==> config.mk <==
export PLATFORM = sky130hd
export DESIGN_NAME = q6dq_merge
export DESIGN_NICKNAME = d
export VERILOG_FILES = /design/src/sv/q6dq_pkg.sv /design/src/sv/q6dq_merge.sv
export SDC_FILE = /design/constraint.sdc
export NUM_CORES = 1
export LEC_CHECK = 0
export BUFFER_PORTS_ARGS = -buffer_cell sky130_fd_sc_hd__buf_2
export CELL_PAD_IN_SITES_DETAIL_PLACEMENT = 0
export CELL_PAD_IN_SITES_GLOBAL_PLACEMENT = 1
export CORE_AREA = 2 2 411 413
export CTS_CLUSTER_DIAMETER = 30
export DETAILED_ROUTE_END_ITERATION = 8
export DIE_AREA = 0 0 413 415
export PLACE_DENSITY = 0.43
export SYNTH_ARGS = -nofsm -noshare
export SYNTH_HDL_FRONTEND = slang
export SYNTH_SLANG_ARGS = --single-unit
==> constraint.sdc <==
create_clock -name clk -period 1.4 [get_ports clk]
set_clock_uncertainty 0.1 [all_clocks]
set_input_delay 0.21 -clock clk [delete_from_list [all_inputs] [get_ports clk]]
set_output_delay 0.21 -clock clk [all_outputs]
set_load 0.02 [all_outputs]
==> src/sv/q6dq_pkg.sv <==
// q6dq_pkg: shared types, constants and bf16/fp32 helper functions
// for the six-bit group dequantizer; no dependencies
`timescale 1ns / 1ps
package q6dq_pkg;

    localparam int LANES  = 16;
    localparam int CODE_W = 6;

    localparam logic [31:0] FP32_QNAN     = 32'h7FC0_0000;
    localparam logic [30:0] FP32_INF_MAG  = 31'h7F80_0000;
    localparam logic [15:0] BF16_QNAN     = 16'h7FC0;
    localparam logic [30:0] BF16_MAX_MAG  = 31'h7F7F_0000;
    localparam logic [30:0] FP32_MIN_NORM = 31'h0080_0000;

    // register index of residual_mode on the apb port
    localparam logic REG_RESIDUAL_MODE = 1'b0;

    typedef struct packed {
        logic s1;
        logic s2;
        logic s3;
        logic s4;
        logic s5;
    } pipe_ld_t;

    typedef struct packed {
        logic [15:0] high;
        logic [15:0] low;
        logic        unsafe;
    } lane_out_t;

    // fp32 to bf16, nearest even, nan made canonical
    function automatic logic [15:0] f32_to_bf16(input logic [31:0] u);
        logic [31:0] sum;
        begin
            sum = u + 32'h0000_7FFF + {31'b0, u[16]};
            if (u[30:0] > FP32_INF_MAG)
                f32_to_bf16 = BF16_QNAN;
            else
                f32_to_bf16 = sum[31:16];
        end
    endfunction

    // nan, beyond bf16 range or nonzero subnormal
    function automatic logic unsafe_fp32(input logic [31:0] u);
        logic [30:0] a;
        begin
            a = u[30:0];
            unsafe_fp32 = !((a <= BF16_MAX_MAG) && ((a == 31'b0) || (a >= FP32_MIN_NORM)));
        end
    endfunction

    function automatic logic [5:0] lead_one56(input logic [55:0] v);
        logic [5:0] idx;
        begin
            idx = 6'd0;
            for (int i = 0; i < 56; i++)
            begin
                if (v[i])
                    idx = 6'(i);
            end
            lead_one56 = idx;
        end
    endfunction

    function automatic logic [3:0] lead_one16(input logic [15:0] v);
        logic [3:0] idx;
        begin
            idx = 4'd0;
            for (int i = 0; i < 16; i++)
            begin
                if (v[i])
                    idx = 4'(i);
            end
            lead_one16 = idx;
        end
    endfunction

endpackage

==> src/sv/q6dq_merge.sv <==
// q6dq_merge: collects the sixteen lane results into the output register,
// masking residual parts when residual mode is off; uses q6dq_pkg
`timescale 1ns / 1ps
module q6dq_merge (
    input  logic                clk,
    input  logic                ld,
    input  logic                mode,
    input  q6dq_pkg::lane_out_t lanes [q6dq_pkg::LANES],
    output logic [63:0]         high_lanes_a,
    output logic [63:0]         high_lanes_b,
    output logic [63:0]         high_lanes_c,
    output logic [63:0]         high_lanes_d,
    output logic [63:0]         low_lanes_a,
    output logic [63:0]         low_lanes_b,
    output logic [63:0]         low_lanes_c,
    output logic [63:0]         low_lanes_d,
    output logic [15:0]         unsafe_mask
);
    import q6dq_pkg::*;

    logic [255:0] high_next, high_reg, low_next, low_reg;
    logic [15:0]  mask_next, mask_reg;

    always_comb
    begin
        for (int j = 0; j < LANES; j++)
        begin
            high_next[16*j +: 16] = lanes[j].high;
            low_next[16*j +: 16]  = mode ? lanes[j].low : 16'd0;
            mask_next[j]          = mode && lanes[j].unsafe;
        end
    end

    always_ff @(posedge clk)
    begin
        if (ld)
        begin
            high_reg <= high_next;
            low_reg  <= low_next;
            mask_reg <= mask_next;
        end
    end

    assign high_lanes_a = high_reg[63:0];
    assign high_lanes_b = high_reg[127:64];
    assign high_lanes_c = high_reg[191:128];
    assign high_lanes_d = high_reg[255:192];
    assign low_lanes_a  = low_reg[63:0];
    assign low_lanes_b  = low_reg[127:64];
    assign low_lanes_c  = low_reg[191:128];
    assign low_lanes_d  = low_reg[255:192];
    assign unsafe_mask  = mask_reg;

endmodule

### Yosys cells after proc, flatten, opt, wreduce, memory -nomap -nowiden

Index checks and enable logic that the tools add are counted.

* add/sub/neg operators: 0
* multiply operators: 0
* divide/modulo/power cells: 0
* order comparisons: 0
* eq/ne operators: 0
* shift-type cells: 0
* mux-type cells: 0
* bitwise logic cells: 0
* reduce and logical (&&, ||, !) cells: 16

Operator list (count)
* logical AND 1 bit: 16

* bits in registers: 528
* bits in latches: 0
* memory bits (writable): 0
* ROM bits: 0
* input bits: 531
* output and inout bits: 528
* logic and storage cells: 19
* memories: 0

### Longest topological paths before layout

Gate-level depths: netlist of the first run.

* depth after elaboration: 1
* mapped depth: 4
* depth with buffers taken out: 1

### Worst setup path after synthesis of the first run

OpenSTA, ideal clock, no wires.

* path type: input to register
* start point: input port mode
* end point: register low_reg[189], data pin
* setup time: 0.255 ns
* data arrival time: 0.691 ns
* required time: 1.045 ns
* slack: 0.354 ns
* cell stages on the path: 4
* buffers on the path: 3
* path through: buf_6 > buf_6 > buf_6 > and2_1

RTL lines
* from (decl): RTL line q6dq_merge.sv:7 `input logic mode,`
* to (signal assigned): RTL line q6dq_merge.sv:39 `low_reg <= low_next;`
* to (decl): RTL line q6dq_merge.sv:21 `logic [255:0] high_next, high_reg, low_next, low_reg;`

No word-level cell between the ends.

### Final worst setup path of the first run

* start point: register low_reg[86]
* end point: output port low_lanes_b[22]

RTL lines
* to (decl): RTL line q6dq_merge.sv:14 `output logic [63:0] low_lanes_b,`

No word-level cell between the ends.

==> metrics.cfg, run 1 <==
[routing]
drtIter0Drc = 551
drt_wl_total_um = 94100
avgViaCountPerCell = 2.98
firstDrtPassIters = 4
wl_per_cell_um = 18.5
drc_errors = 0
drt.antenna.violating_nets = 0
vias = 15200

[logic_synthesis]
muxShareOfSynthArea = 0
synth_seq_area_share = 0.892
synthDistinctLibCells = 5
postSynthCellCount = 830
yosys.area.top_type = edfxtp_1
synth-seq-cells = 528
yosysTopAreaCellShare = 0.892
syn_avg_cell_area_um2 = 21.4
synth_compound_area_frac = 0
yosys_warnings = 0
synth_top_family_by_area = simple AND/OR/NAND/NOR gates
synth-xor-area-share = 0
synth-simple-area-share = 0.0958
synth.area.top_cells = edfxtp_1 (89%), and2_1 (9.6%), buf_6 (0.63%)
syn_area_mm2 = 0.0178
synthAdderAreaFrac = 0
syn-num-nets = 1361

[sta]
timing.fmax_mhz = 552
layout_setup_ws_ps = -413
final-max-slew-violation-count = 0
finalCriticalPeriod_ps = 1810
rsz0062_at_grt = true
setup_viol = 528
finalCritPeriodShare = 1.29
worstMarginPinSlew_ps = 359
finalHoldViolCount = 0
relSlewSlack = 0.761
setup_tns_ps = -105670

[clocking]
clock-sinks = 528
clockBufferDepth = 3
htree_num_levels = 4
cts-root-buf = clkbuf_16
clk_pin_slew_worst_paths_ps = 40
cts_buffers = 151
cts_tree = yes
postCtsSetupBuffers = 0

[floorplan]
start_util = 0.107
die_x_um = 413
coreArea_mm2 = 0.167
io_pins = 1059
dieArea_mm2 = 0.171
die_h_um = 415
rows = 150

[global_route]
grt_overflow_total = 0
grt_pass1_wl_um = 126000
grt_pass1_vias = 16900
track_usage = 0.106
antenna_found_initial = 44
grt_max_degree = 73

[critical_path]
critPathKind = flop to output pin
critPathRequiredTime_ps = 1090
cp_slowest_cell = edfxtp_1
max_stage_delay_ps = 540
startpoint_type = flop
crit_arrival_ps = 1500
path_max_fanout = 1
crit_buf_inv = 1
path_cells = buf_6
endpoint_kind = output pin
cp_top_family = flip-flops

[finish]
drive_above_1_share = 0.466
final_cell_area_mm2 = 0.0413
final_cell_mix = dlygate4sd3_1 (694), buf_2 (587), edfxtp_1 (528)
fin_nets = 3277
syn_to_final_growth_pct = 132
final_common_cell = dlygate4sd3_1

[placement]
gp_congestion = 0.867
port_buffers = 1058
dp_slack_ps = 24.0
place_area_mm2 = 0.0262
hpwlAfterDp_um = 73300

[worst_hold_path]
hold_class = primary input to flop

[pwr]
leakagePower_nw = 16.8
power_density_mw_per_mm2 = 1500
peakVddDrop_uv = 1220

[job]
max_cap_viol_count = 0

[run_status]
status = finished with violations
violations = negative setup slack

[layout make-up]
cell class | count | area, um^2
Clock inverter | 112 | 1390
Antenna cell | 14 | 35.0
Clock buffer | 170 | 3850
Fill cell | 17400 | 125000
Sequential cell | 528 | 15900
Timing Repair Buffer | 1793 | 15700
Tap cell | 2204 | 2760
Multi-Input combinational cell | 272 | 1700
[repair_timing]
item	in CTS	in global routing
gates resized for setup	716	230
hold buffers	694	0
setup endpoints to repair	528	528
endpoints found under the hold margin	759	0
pin swaps	0	0
[stage by stage]
step,utilization,power [mW],hold WS (ps),std cells
after CTS,0.243,62.7,0.0816,5079
final,0.248,62.0,49.2,5093
after global routing,0.248,64.3,13.4,5091
after global placement,0.157,24.6,287,4103
after floorplan,-,21.5,209,830
after detailed placement,0.157,24.6,288,4103
[path summary, 6_finish.rpt]
kind,from,to,slack (ps),cells past startpoint
worst min-delay path,mode,low_reg[175],50,3
worst max-delay path,low_reg[86],low_lanes_b[22],-410,1
[per-layer routing]
layer,track usage,up-vias,part of all wire
met5,0,-,0.0014
met4,0.0467,20,0.036
met3,0.0449,223,0.093
met2,0.189,770,0.52
met1,0.106,7149,0.35
li1,-,6995,-
[synthesized netlist by cell type]
library cell	n
and2_1	272
buf_2	10
buf_6	10
clkbuf_2	10
edfxtp_1	528
[power breakdown]
part | switching, mW | internal, mW
registers | 0.757 | 18.9
clock network | 11.2 | 23.4
logic | 3.59 | 4.12
total | 15.5 | 46.5
[logic make-up after synthesis]
| family | after synthesis |
|---|---|
| buffers and inverters | 30 |
| DFF | 528 |
| and+or+nand+nor | 272 |
(Power assumes the default switching activity.)
==> inputs of run 2 (changes only) <==
Settings changed: PLACE_DENSITY 0.43 to 0.44.
Clock period 1.4 ns to 1.5 ns, I/O delays scaled along.
==> metrics.cfg, run 2 (synthesized netlist as in run 1, its figures left out) <==
[routing]
avgViaCountPerCell = 3.02  ; was 2.98
firstDrtPassIters = 4  ; unchanged
drtIter0Drc = 811  ; was 551
drt.antenna.violating_nets = 0  ; unchanged
vias = 15400  ; was 15,200
wl_per_cell_um = 18.8  ; was 18.5 um
drc_errors = 0  ; unchanged
drt_wl_total_um = 95600  ; was 94,100 um

[critical_path]
crit_arrival_ps = 1590  ; was 1500 ps
crit_buf_inv = 1  ; unchanged
cp_top_family = flip-flops  ; unchanged
path_max_fanout = 1  ; unchanged
endpoint_kind = output pin  ; unchanged
startpoint_type = flop  ; unchanged
critPathKind = flop to output pin  ; unchanged
cp_slowest_cell = edfxtp_1  ; unchanged
path_cells = buf_6  ; unchanged
max_stage_delay_ps = 590  ; was 540 ps
critPathRequiredTime_ps = 1170  ; was 1090 ps

[floorplan]
coreArea_mm2 = 0.167  ; unchanged
die_h_um = 415  ; unchanged
rows = 150  ; unchanged
io_pins = 1059  ; unchanged
dieArea_mm2 = 0.171  ; unchanged
start_util = 0.107  ; unchanged
die_x_um = 413  ; unchanged

[finish]
final_cell_mix = dlygate4sd3_1 (718), buf_2 (591), edfxtp_1 (528)  ; was dlygate4sd3_1 (694), buf_2 (587), edfxtp_1 (528)
syn_to_final_growth_pct = 133  ; was 132%
final_common_cell = dlygate4sd3_1  ; unchanged
utilization = 0.248  ; about the same
fin_nets = 3296  ; was 3,277
seq_area_mm2 = 0.0159  ; unchanged
multi_input_area_mm2 = 0.00170  ; unchanged
drive_above_1_share = 0.457  ; was 0.466
num-fill-cells = 17300  ; was 17,400

[sta]
finalCriticalPeriod_ps = 1910
relSlewSlack = 0.688  ; was 0.761
worstMarginPinSlew_ps = 469  ; was 359 ps
rsz0062_at_grt = true  ; unchanged
timing.fmax_mhz = 523
finalCritPeriodShare = 1.27
setup_viol = 528  ; unchanged
layout_setup_ws_ps = -412  ; was -413 ps
final-max-slew-violation-count = 0  ; unchanged
finalHoldViolCount = 0  ; unchanged
whs_ps = 69.1  ; was 49.2 ps

[global_route]
track_usage = 0.108  ; was 0.106
grt_pass1_wl_um = 129000  ; was 126,000 um
grt_pass1_vias = 17100  ; was 16,900
grt_overflow_total = 0  ; unchanged
antenna_found_initial = 51  ; was 44
grt_max_degree = 63  ; was 73

[worst_hold_path]
hold_class = primary input to flop  ; unchanged

[clocking]
clock-sinks = 528  ; unchanged
clockBufferDepth = 3  ; unchanged
htree_num_levels = 4  ; unchanged
cts_buffers = 147  ; was 151
cts_tree = yes  ; unchanged
cts-root-buf = clkbuf_16  ; unchanged
clk_pin_slew_worst_paths_ps = 40  ; about the same

[placement]
gp_congestion = 0.862  ; was 0.867
hpwlAfterDp_um = 74200  ; was 73,300 um
port_buffers = 1058  ; unchanged

[pwr]
power_density_mw_per_mm2 = 1390  ; was 1500 mW/mm^2
peakVddDrop_uv = 1100  ; was 1220 uV
leakagePower_nw = 16.8  ; about the same

[job]
max_cap_viol_count = 0  ; unchanged

[run_status]
status = finished with violations  ; unchanged
violations = negative setup slack  ; unchanged

-- run 2: cell types whose count changed in the layout (fill, tap and decap cells not counted), sizes merged --
cell	delta
dlygate4sd3	+24
clkinvlp	-9
clkinv	-8
inv	-5
diode	-4
bufinv	+2
buf	-1
clkbuf	+1
-- run 2: per-layer routing --
metal | up-vias | part of all wire | routed length [um] | GRT usage
met5 | - | 0.0015 | 143 | 0
met4 | 24 | 0.029 | 2790 | 0.0417
met3 | 195 | 0.080 | 7670 | 0.0407
met2 | 732 | 0.51 | 49100 | 0.190
met1 | 7426 | 0.38 | 36000 | 0.117
li1 | 7007 | - | - | -
-- run 2: stage by stage --
step	cell area [um^2]	setup WS, ps	power, mW	std cells	setup TNS (ps)
floorplan	17800	439	20.0	830	0
global placement	26200	118	23.0	4102	0
detailed placement	26200	107	23.0	4102	0
CTS	40600	-466	57.8	5083	-123760
global route	41300	-447	59.4	5086	-114840
finish	41400	-412	57.3	5093	-68830
-- run 2: repair_timing --
item / CTS / global route
resized for setup: 702 / 233
cloned: 0 / 0
hold buffers: 718 / 0
setup endpoints to repair: 528 / 528
buffers inserted: 0 / 0
endpoints found under the hold margin: 788 / 0
-- run 2: worst paths after layout --
check             slack [ps]               to    startpoint  cells after the start
hold / removal            70   unsafe_mask[4]          mode                      4
setup / recovery        -410  low_lanes_b[40]  low_reg[104]                      1
-- run 2: cell type report --
class                      count  area share
clock inverter                92      0.0308
sequential                   528       0.383
clock buffer                 171      0.0916
tap                         2204      0.0667
antenna                       10    0.000605
timing repair buffer        1816       0.386
multi-input combinational    272      0.0411
-- run 2: report_power, final --
part	internal (mW)	leakage, nW	switching, mW
Combinational	3.89	9.24	3.40
Sequential	17.7	5.13	0.702
Clock	21.7	2.45	9.98
Total	43.2	16.8	14.1
